File: src/rtl/serial_reply_frame_parser_unit_assert.svh
// Assertion macros for the serial reply frame parser.
`ifndef SERIAL_REPLY_FRAME_PARSER_UNIT_ASSERT_SVH
`define SERIAL_REPLY_FRAME_PARSER_UNIT_ASSERT_SVH
`ifndef SYNTH
// Same-cycle implication, sampled on clk, off during reset.
`define SRFP_ASSERT_IMP(lbl, ante, cons) \
	lbl: assert property (@(posedge clk) disable iff (!arst_n) (ante) |-> (cons)) \
		else $error("srfp: same-cycle check failed");
// Next-cycle implication, sampled on clk, off during reset.
`define SRFP_ASSERT_NXT(lbl, ante, cons) \
	lbl: assert property (@(posedge clk) disable iff (!arst_n) (ante) |=> (cons)) \
		else $error("srfp: next-cycle check failed");
`else
`define SRFP_ASSERT_IMP(lbl, ante, cons)
`define SRFP_ASSERT_NXT(lbl, ante, cons)
`endif
`endif

File: src/rtl/srfp_pkg.sv
// Shared types and constants of the serial reply frame parser.
package srfp_pkg;

	localparam logic [7:0] START_BYTE       = 8'h53;
	localparam logic [7:0] BODY_LIMIT       = 8'd250;
	localparam logic [7:0] RST_DEVICE_CLASS = 8'd7;
	localparam logic [7:0] RST_DEVICE_ID    = 8'd0;
	localparam logic [7:0] RST_REPLY_LENGTH = 8'd0;

	typedef enum logic [2:0] {
		PH_IDLE   = 3'd0,
		PH_HEADER = 3'd1,
		PH_BODY   = 3'd2,
		PH_CHECK  = 3'd3,
		PH_IGNORE = 3'd4
	} phase_t;

	typedef enum logic [1:0] {
		CFG_DEVICE_CLASS = 2'd0,
		CFG_DEVICE_ID    = 2'd1,
		CFG_REPLY_LENGTH = 2'd2
	} cfg_idx_t;

	typedef struct packed {
		logic       op;
		logic [7:0] rx_byte;
	} in_item_t;

	typedef struct packed {
		logic       body_valid;
		logic [7:0] body_byte;
		logic [7:0] body_index;
		logic       answer_ready;
		logic       checksum_error;
		logic [2:0] phase;
	} result_t;

	typedef struct packed {
		logic [7:0] device_class;
		logic [7:0] device_id;
		logic [7:0] reply_length;
	} cfg_t;

endpackage

File: src/rtl/srfp_cfg.sv
// Configuration register file of the serial reply frame parser.
module srfp_cfg (
	input  logic                clk,
	input  logic                arst_n,
	input  logic                cfg_valid,
	input  logic [1:0]          cfg_index,
	input  logic [7:0]          cfg_data,
	output srfp_pkg::cfg_t      cfg
);

	srfp_pkg::cfg_t cfg_q;

	always_ff @(posedge clk or negedge arst_n) begin
		if (!arst_n) begin
			cfg_q.device_class <= srfp_pkg::RST_DEVICE_CLASS;
			cfg_q.device_id    <= srfp_pkg::RST_DEVICE_ID;
			cfg_q.reply_length <= srfp_pkg::RST_REPLY_LENGTH;
		end else if (cfg_valid) begin
			case (srfp_pkg::cfg_idx_t'(cfg_index))
				srfp_pkg::CFG_DEVICE_CLASS: cfg_q.device_class <= cfg_data;
				srfp_pkg::CFG_DEVICE_ID:    cfg_q.device_id    <= cfg_data;
				srfp_pkg::CFG_REPLY_LENGTH: cfg_q.reply_length <= cfg_data;
				default: ; // unmapped index: drop the write
			endcase
		end
	end

	assign cfg = cfg_q;

endmodule

File: src/rtl/srfp_core.sv
// Frame state machine: parse state, next-state logic and per-item result.
module srfp_core (
	input  logic                 clk,
	input  logic                 arst_n,
	input  logic                 advance,
	input  srfp_pkg::in_item_t   item,
	input  srfp_pkg::cfg_t       cfg,
	output srfp_pkg::result_t    result
);

	typedef struct packed {
		srfp_pkg::phase_t phase;
		logic             header_step;
		logic [7:0]       body_count;
		logic [7:0]       running_sum;
		logic             ready_flag;
	} state_t;

	state_t state_q;
	state_t state_d;
	logic [7:0] count_inc;
	logic [7:0] sum_add;

	assign count_inc = state_q.body_count + 8'd1;
	assign sum_add   = state_q.running_sum + item.rx_byte;

	always_comb begin
		state_d = state_q;
		result  = '0;
		if (item.op) begin
			state_d = '{phase: srfp_pkg::PH_IDLE, header_step: 1'b0, body_count: 8'd0,
				running_sum: 8'd0, ready_flag: 1'b0};
		end else begin
			case (state_q.phase)
				srfp_pkg::PH_IDLE: begin
					if (item.rx_byte == srfp_pkg::START_BYTE) begin
						state_d.phase       = srfp_pkg::PH_HEADER;
						state_d.header_step = 1'b0;
						state_d.running_sum = srfp_pkg::START_BYTE;
					end
				end
				srfp_pkg::PH_HEADER: begin
					state_d.running_sum = sum_add;
					if (!state_q.header_step) begin
						if (item.rx_byte == cfg.device_class) begin
							state_d.header_step = 1'b1;
						end else begin
							state_d.phase = srfp_pkg::PH_IGNORE;
						end
					end else begin
						state_d.header_step = 1'b0;
						if (item.rx_byte != cfg.device_id) begin
							state_d.phase = srfp_pkg::PH_IGNORE;
						end else if (cfg.reply_length != 8'd0) begin
							state_d.phase      = srfp_pkg::PH_BODY;
							state_d.body_count = 8'd0;
						end else begin
							// header-only reply: good as soon as the id matches
							state_d.phase      = srfp_pkg::PH_IGNORE;
							state_d.ready_flag = 1'b1;
						end
					end
				end
				srfp_pkg::PH_BODY: begin
					state_d.running_sum = sum_add;
					if (state_q.body_count >= srfp_pkg::BODY_LIMIT) begin
						state_d.phase      = srfp_pkg::PH_IGNORE;
						state_d.body_count = 8'd0;
					end else begin
						result.body_valid  = 1'b1;
						result.body_byte   = item.rx_byte;
						result.body_index  = state_q.body_count;
						state_d.body_count = count_inc;
						if (count_inc == cfg.reply_length) begin
							state_d.phase = srfp_pkg::PH_CHECK;
						end
					end
				end
				srfp_pkg::PH_CHECK: begin
					if (state_q.running_sum != item.rx_byte) begin
						result.checksum_error = 1'b1;
					end else begin
						state_d.ready_flag = 1'b1;
					end
					state_d.phase = srfp_pkg::PH_IGNORE;
				end
				default: state_d.phase = srfp_pkg::PH_IGNORE;
			endcase
		end
		result.answer_ready = state_d.ready_flag;
		result.phase        = state_d.phase;
	end

	always_ff @(posedge clk or negedge arst_n) begin
		if (!arst_n) begin
			state_q <= '{phase: srfp_pkg::PH_IDLE, header_step: 1'b0, body_count: 8'd0,
				running_sum: 8'd0, ready_flag: 1'b0};
		end else if (advance) begin
			state_q <= state_d;
		end
	end

endmodule

File: src/rtl/serial_reply_frame_parser_unit.sv
// Serial reply frame parser: top level with input register and result register.
//
// Takes one received serial byte per item and tracks a reply frame of the form
// 'S', device class, device id, reply_length body bytes, then an 8-bit additive
// checksum over every earlier byte. Each item yields exactly one result: the body
// byte and its index when the byte belonged to the body, the sticky answer-ready
// flag, a one-item checksum error pulse and the phase after the byte. An item
// with op set starts a new exchange and clears all frame state and flags; the
// configuration registers are kept. A bad class or id, a bad checksum, a good
// checksum, a matching header-only reply or a body that runs past 250 bytes parks
// the parser in the ignoring phase until the next new-exchange item. Throughput
// is one item per clock while results are taken: the input register holds the
// item while the frame state update works on it, and the result register takes
// the outcome when the item advances. Input stalls only while both registers are
// full and the result is not taken. Write configuration only while no items are
// in flight. cfg_ready is always high; indexes 0, 1, 2 select device_class,
// device_id and reply_length, index 3 is dropped.
module serial_reply_frame_parser_unit (
	input  logic                 clk,
	input  logic                 arst_n,
	input  logic                 item_valid,
	output logic                 item_ready,
	input  srfp_pkg::in_item_t   item_data,
	output logic                 result_valid,
	input  logic                 result_ready,
	output srfp_pkg::result_t    result_data,
	input  logic                 cfg_valid,
	output logic                 cfg_ready,
	input  logic [1:0]           cfg_index,
	input  logic [7:0]           cfg_data
);

	`include "serial_reply_frame_parser_unit_assert.svh"

	logic               item_valid_s1;
	srfp_pkg::in_item_t item_s1;
	logic               advance;
	logic               result_valid_q;
	srfp_pkg::result_t  result_q;
	srfp_pkg::result_t  core_result;
	srfp_pkg::cfg_t     cfg;

	// Advance the held item when the result register is empty or being drained.
	assign advance    = item_valid_s1 && (!result_valid_q || result_ready);
	// Take a new item whenever the input register is free or moving on.
	assign item_ready = !item_valid_s1 || advance;
	assign cfg_ready  = 1'b1;

	// Input register: hold the item until the state machine consumes it.
	always_ff @(posedge clk or negedge arst_n) begin
		if (!arst_n) begin
			item_valid_s1 <= 1'b0;
		end else if (item_ready) begin
			item_valid_s1 <= item_valid;
		end
	end

	always_ff @(posedge clk) begin
		if (item_valid && item_ready) begin
			item_s1 <= item_data;
		end
	end

	srfp_cfg u_cfg (
		.clk       (clk),
		.arst_n    (arst_n),
		.cfg_valid (cfg_valid),
		.cfg_index (cfg_index),
		.cfg_data  (cfg_data),
		.cfg       (cfg)
	);

	// Frame state machine; its state moves only when an item advances.
	srfp_core u_core (
		.clk     (clk),
		.arst_n  (arst_n),
		.advance (advance),
		.item    (item_s1),
		.cfg     (cfg),
		.result  (core_result)
	);

	// Result register: load on advance, drop once the item is taken.
	always_ff @(posedge clk or negedge arst_n) begin
		if (!arst_n) begin
			result_valid_q <= 1'b0;
		end else if (advance) begin
			result_valid_q <= 1'b1;
		end else if (result_ready) begin
			result_valid_q <= 1'b0;
		end
	end

	always_ff @(posedge clk) begin
		if (advance) begin
			result_q <= core_result;
		end
	end

	assign result_valid = result_valid_q;
	assign result_data  = result_q;

	// A body byte leaves the parser in the body or checksum phase.
	`SRFP_ASSERT_IMP(a_body_phase, result_valid && result_data.body_valid,
		(result_data.phase == srfp_pkg::PH_BODY) || (result_data.phase == srfp_pkg::PH_CHECK))
	// A checksum mismatch ends the frame without a good answer.
	`SRFP_ASSERT_IMP(a_cerr_ignore, result_valid && result_data.checksum_error,
		(result_data.phase == srfp_pkg::PH_IGNORE) && !result_data.answer_ready)
	// Body indexes stay below the body limit.
	`SRFP_ASSERT_IMP(a_index_range, result_valid && result_data.body_valid,
		result_data.body_index < srfp_pkg::BODY_LIMIT)
	// An empty result register never blocks input.
	`SRFP_ASSERT_IMP(a_no_stall, !result_valid_q, item_ready)
	// A new exchange always reports idle with the answer flag cleared.
	`SRFP_ASSERT_NXT(a_new_exch, advance && item_s1.op,
		(result_data.phase == srfp_pkg::PH_IDLE) && !result_data.answer_ready && result_valid)

endmodule

File: config.mk
export PLATFORM = sky130hd
export DESIGN_NAME = serial_reply_frame_parser_unit
export DESIGN_NICKNAME = d
export VERILOG_FILES = /design/src/rtl/srfp_pkg.sv /design/src/rtl/srfp_cfg.sv /design/src/rtl/srfp_core.sv /design/src/rtl/serial_reply_frame_parser_unit.sv
export VERILOG_INCLUDE_DIRS = /design/src /design/src/rtl
export SDC_FILE = /design/constraint.sdc
export NUM_CORES = 1
export LEC_CHECK = 0
export CAP_MARGIN = 25
export CELL_PAD_IN_SITES_DETAIL_PLACEMENT = 1
export CELL_PAD_IN_SITES_GLOBAL_PLACEMENT = 1
export CORE_UTILIZATION = 51
export DETAILED_ROUTE_END_ITERATION = 8
export DONT_BUFFER_PORTS = 1
export PLACE_DENSITY_LB_ADDON = 0.1
export SLEW_MARGIN = 30
export SYNTH_ARGS = -nofsm -noshare
export SYNTH_HDL_FRONTEND = slang
export SYNTH_HIERARCHICAL = 1
export SYNTH_SLANG_ARGS = --single-unit
File: constraint.sdc
create_clock -name clk -period 3.52 [get_ports clk]
set_clock_uncertainty 0.2 [all_clocks]
set_input_delay 1.056 -clock clk [delete_from_list [all_inputs] [get_ports clk]]
set_output_delay 1.056 -clock clk [all_outputs]
set_load 0.01 [all_outputs]
==> results.tsv, run 1 <==
stage	metric	value	unit
status	status	finished, final reports clean	
floorplan	core-area	7730	um2
power	ir_drop	0.281	mV
worst_setup_path	setup.worst_path.start	u_core/state_q[9]	
route	drt_iter0_drc	131	
cts	clockBufferDepth	2	
finish	syn_to_final_growth	7.16	%
worst_setup_path	regToRegEndpoint	u_core/state_q[15]	
place	portBuffers	0	
yosys	synth_area	4060	um2
cts	tritoncts	built	
yosys	synth_top_area_share	27.2	%
grt	grtUsageTotal	24.2	%
cts	path_clk_slew	90	ps
finish	antenna_cells	0	
worst_setup_path	worstPathRequired	3580	ps
power	p_leak	1.73	nW
min_path	hold_class	in2async	
worst_setup_path	slowest_stage	or4_1	
grt	grt_pass1_vias	2876	
sta	final.min_clock_period	2770	ps
grt	grt_pass1_wl	15.1	mm
yosys	ys.flop_type	dfrtp_1	
sta	setup_viol	0	
sta	finalCritPeriodShare	78.8	%
sta	final_hold_viol_count	0	
yosys	synth_most_common_cell	dfrtp_1	
grt	grt_antenna_before_repair	0	
route	vias	2707	
yosys	synth_warnings	6	
finish	final_layout_size_suffix_gt1_share	17.1	%
route	wl_per_cell	20.4	um
worst_setup_path	critPathMaxStageDelay	560	ps
cts	post_cts_buffers	0	
worst_setup_path	critPathKind	reg2reg	
sta	rsz0062_at_grt	false	
yosys	postSynthCellCount	355	
yosys	synthDistinctLibCells	56	
finish	nNetsFinal	385	
yosys	ys_ff_latch	78	
route	wirelength	9.36	mm
worst_setup_path	critPathLaunchType	flip-flop	
finish	stdcell_area	4350	um2
grt	overflow	0	
grt	grt_max_degree	48	
yosys	synth_edf_count	31	
sta	relSlewSlack	64.6	%
floorplan	die_h	91.2	um
place	dp_cells	442	
worst_setup_path	ff2ff_setup_slack	750	ps
worst_setup_path	reg2regPathDepth	8	
sta	fmax	361	MHz
cts	root_buffer	clkbuf_8	
cts	clock-sinks	78	
sta	slew_viol_final	0	
yosys	syn_area_per_cell	11.4	um2
floorplan	design.portCount	49	
floorplan	dieWidth	91.2	um
finish	nFillCells	806	
sta	final.setup.tns	0	ps
sta	tightest_slew	526	ps
floorplan	rows	32	
yosys	yosys-top-cells-count	44 x dfrtp_1, 31 x edfxtp_1, 27 x mux2_2, 26 x nand2_1, 25 x nor2_1	
yosys	yosys-top-cells-area	dfrtp_1 27%, edfxtp_1 23%, mux2_2 7.5%, xnor2_1 3.7%, xor2_1 3.2%	
route	drc	0	
yosys	syn_nets	389	
cts	cts_hold_buf	0	
cts	cts_resized	0	
worst_setup_path	rr_startpoint	u_core/state_q[9]	
yosys	yosysSeqAreaShare	52.1	%
floorplan	die-area	8310	um2
cts	cts_buffers	9	
finish	stdcell_count	458	
place	place_area	4090	um2
worst_setup_path	worst-path-max-fanout	10	
cts	clk_latency	350	ps
worst_setup_path	endpoint_kind	flip-flop	
yosys	synthArstFlopShare	60.3	%
route	ant_nets	0	
worst_setup_path	crit_chain	inv_1 -> ha_1 -> or3_1 -> nand4_2 -> and3_1 -> nand2b_1 -> or4_1 -> o21ai_0	
place	dp_hpwl	6.84	mm
floorplan	initial_core_util	52.5	%
cts	cts_max_level	3	
place	routabilityCongestion	0.819	
route	drt_first_pass_iters	4	
yosys	synth.largest_area_cell	dfrtp_1	
power	power-per-cell-area	525	nW/um2
route	viasPerCell	5.91	
flow_run	drv_cap	0	
worst_setup_path	worstPathArrival	2840	ps
-- cell usage in the layout (no fill, tap or decap), types with 6 or more instances in the layout --
cell | synthesis | layout
nand2_1 | 26 | 26
nand3_1 | 13 | 13
dfrtp_1 | 44 | 44
nor4_1 | 7 | 7
mux2_2 | 27 | 27
xor2_1 | 15 | 15
edfxtp_1 | 31 | 31
o21ai_0 | 9 | 9
and2_1 | 13 | 13
nor3_1 | 9 | 9
a21oi_1 | 13 | 13
nor2_1 | 25 | 25
o31ai_1 | 6 | 6
clkbuf_8 | 0 | 9
xnor2_1 | 17 | 17
ha_1 | 9 | 9
inv_1 | 9 | 9
-- state kept, by name (all words and copies together) (netlist names) --
signal	flops
u_cfg/cfg	24
item_valid_s1	1
result_data	22
item_s1	9
result_valid	1
u_core/state_q	21
-- area by class of cell --
type,count,area (um2),area share (%)
multi-input combinational,250,1790,41.2
clock buffer,9,124,2.85
clock inverter,7,136,3.14
tap,102,128,2.94
sequential,78,2110,48.6
timing repair buffer,2,15.0,0.346
inverter,10,40.0,0.921
-- metrics by stage --
step                utilization (%)  setup slack [ps]  hold slack [ps]  power, mW
finish                         56.2               748              186       2.28
global route                   56.2               592              164       2.37
global placement               52.9               598              259       1.40
floorplan                         -               365              243       1.34
detailed placement             52.9               547              261       1.42
CTS                            56.2               730              175       2.30
-- how the worst max path moves through the flow --
stage	end	slack (ps)	cells after the start
after floorplan	u_core/state_q[4]	360	7
final	u_core/state_q[15]	750	8
after global placement	u_core/state_q[8]	600	6
after detailed placement	u_core/state_q[8]	550	6
after global routing	u_core/state_q[15]	590	8
after CTS	u_core/state_q[15]	730	8
-- layer usage --
layer	routed length [um]	GRT usage (%)	vias to the layer above
met5	0	0	-
met1	4190	30.8	1358
met3	438	6.37	12
met2	4580	40.5	69
met4	150	7.41	0
li1	-	-	1268
-- logic make-up after synthesis --
logic type                 share of synthesized area (%)
DFF                                                 52.1
muxes                                               7.50
other                                             0.0925
xor gates and xnor gates                            6.91
and+or+nand+nor                                     17.5
adders and majority gates                           3.27
buffers and inverters                               3.76
AOI/OAI and AO/OA                                   8.95
-- worst max-delay path, delay by kind of cell, from the launching register on --
family / cells / cell delay, ps
flip-flops: 1 / 500
AO/OA/AOI/OAI: 1 / 90
buffers and inverters: 1 / 100
AND/OR/NAND/NOR: 5 / 1610
adder cells (fa/ha/maj): 1 / 200
-- power breakdown --
part / switching [mW] / internal, mW
clock network: 0.337 / 0.539
logic: 0.143 / 0.135
registers: 0.0873 / 1.04
Power figures use the tool's default switching activity.
==> run 2, diff against run 1 <==
--- a/config.mk
+++ b/config.mk
@@ -9,7 +9,7 @@
 export CAP_MARGIN = 25
 export CELL_PAD_IN_SITES_DETAIL_PLACEMENT = 1
 export CELL_PAD_IN_SITES_GLOBAL_PLACEMENT = 1
-export CORE_UTILIZATION = 51
+export CORE_UTILIZATION = 46
 export DETAILED_ROUTE_END_ITERATION = 8
 export DONT_BUFFER_PORTS = 1
 export PLACE_DENSITY_LB_ADDON = 0.1
==> constraint.sdc (replaced) <==
create_clock -name clk -period 2.25 [get_ports clk]
set_clock_uncertainty 0.2 [all_clocks]
set_input_delay 0.675 -clock clk [delete_from_list [all_inputs] [get_ports clk]]
set_output_delay 0.675 -clock clk [all_outputs]
set_load 0.01 [all_outputs]
==> run 2 against run 1 <==
Net effect: the flow now finishes with violations (setup timing); wire length rose by 18%; sequential power rose by 56%; final area rose by 19%; sequential share of layout area fell by 7.6 points; die area rose by 11%; cell count rose by 14%; utilization rose by 5.4 points; critical path type unchanged.
==> results.tsv, run 2 (synthesis gave the netlist of run 1 again) <==
stage	metric	value	unit
finish	final_layout_size_suffix_gt1_share	41.5	%
sta	finalCritPeriodShare	104	%
worst_setup_path	crit_chain	ha_4 -> or3_4 -> nand4_4 -> and3_4 -> nand4_1 -> or3_1 -> a21oi_2	
place	portBuffers	0	
worst_setup_path	reg2regPathDepth	7	
worst_setup_path	regToRegEndpoint	result_data[0]	
cts	clk_latency	360	ps
grt	overflow	0	
cts	cts_buffers	9	
route	drt_iter0_drc	128	
place	place_area	4430	um2
grt	grt_max_degree	48	
floorplan	dieWidth	95.9	um
finish	syn_to_final_growth	27.4	%
finish	layout.cells.most_common_list	55 x buf_4, 40 x dfrtp_1, 31 x edfxtp_1, 26 x mux2_2, 26 x nand2_1	
worst_setup_path	setup.worst_path.start	u_core/state_q[10]	
cts	tritoncts	built	
finish	layout_commonest_cell	buf_4	
finish	utilization	61.7	%
power	power-per-cell-area	693	nW/um2
min_path	hold_depth	0	
worst_setup_path	crit_path_end	result_data[0]	
min_path	hold_class	in2reg	
sta	rsz0062_at_grt	true	
sta	final_hold_viol_count	0	
worst_setup_path	critPathKind	reg2reg	
cts	clockBufferDepth	2	
cts	cts_max_level	3	
floorplan	die-area	9190	um2
status	status	complete, but fails checks	
route	vias	3054	
floorplan	core-area	8380	um2
route	wirelength	11.0	mm
floorplan	initial_core_util	48.4	%
floorplan	design.portCount	49	
sta	slew_viol_final	0	
worst_setup_path	critPathMaxStageDelay	470	ps
worst_setup_path	worstPathArrival	2350	ps
grt	grt_antenna_before_repair	0	
worst_setup_path	worstPathRequired	2250	ps
place	dp_hpwl	7.55	mm
cts	clock-sinks	78	
finish	stdcell_area	5170	um2
grt	grt_pass1_wl	16.8	mm
cts	root_buffer	clkbuf_8	
worst_setup_path	endpoint_kind	flip-flop	
finish	antenna_cells	0	
sta	final.min_clock_period	2350	ps
place	routabilityCongestion	0.834	
worst_setup_path	rr_startpoint	u_core/state_q[10]	
route	viasPerCell	5.85	
route	ant_nets	0	
sta	setup_ws	-97.3	ps
flow_run	drv_cap	0	
grt	grtUsageTotal	25.1	%
route	wl_per_cell	21.1	um
power	ir_drop	0.552	mV
sta	fmax	426	MHz
place	place_ws	-121	ps
route	drt_first_pass_iters	4	
floorplan	die_h	95.9	um
cts	path_clk_slew	100	ps
finish	nNetsFinal	446	
worst_setup_path	critPathLaunchType	flip-flop	
status	violations	setup timing	
route	drc	0	
sta	setup_viol	3	
worst_setup_path	ff2ff_setup_slack	-100	ps
finish	largest_reg_flops	24	
power	p_leak	2.11	nW
worst_setup_path	slowest_stage	dfrtp_2	
grt	grt_pass1_vias	3153	
floorplan	rows	33	
worst_setup_path	worst-path-max-fanout	4	
## run 2: stage by stage
step / cells / total power [mW] / setup TNS [ps] / hold slack (ps)
6_report: 522 / 3.58 / -230 / 202
5_1_grt: 522 / 3.74 / -640 / 173
4_1_cts: 510 / 3.49 / -21.2 / 186
3_5_place_dp: 487 / 2.31 / -432 / 181
3_3_place_gp: 487 / 2.28 / -112 / 180
2_1_floorplan: 355 / 2.11 / -29.5 / 179
## run 2: final cells by class
cell class	instances	area, um2
clock inverter	7	80.1
sequential	78	2120
fill	854	3210
clock buffer	9	124
tap	105	131
multi-input combinational	251	2170
inverter	10	40.0
timing repair buffer	62	507
## run 2: repair_timing
item | CTS | global route
gates resized for setup | 17 | 47
endpoints found under the setup margin | 11 | 16
gates cloned | 0 | 1
hold endpoints to repair | 47 | 0
buffers inserted | 5 | 13
hold buffers | 2 | 0
pin swaps | 6 | 22
## run 2: how the worst min path moves through the flow
stage	start	to	slack, ps
after floorplan	arst_n	item_valid_s1	180
after global placement	arst_n	u_core/state_q[12]	180
after detailed placement	arst_n	u_core/state_q[14]	180
after CTS	item_data[0]	item_s1[0]	190
after global routing	item_data[0]	item_s1[0]	170
final	item_data[0]	item_s1[0]	200
## run 2: report_power, final
group | switching (mW) | total (mW) | internal [mW]
logic | 0.343 | 0.697 | 0.354
registers | 0.135 | 1.76 | 1.63
clock network | 0.595 | 1.12 | 0.529
## run 2: metal layers
metal / wire, um / GRT usage [%] / vias up / share of wire (%)
met5: 0 / 0 / - / 0
met4: 201 / 7.09 / 0 / 1.8
met3: 528 / 6.87 / 18 / 4.8
met2: 5220 / 39.9 / 96 / 47
met1: 5050 / 33.7 / 1550 / 46
li1: - / - / 1390 / -
## run 2: worst max-delay path: cells and delay by family (launching register included)
family / cells / cell delay, ps
flops: 1 / 470
compound gates: 1 / 190
simple gates: 5 / 1180
fa+ha+maj: 1 / 170
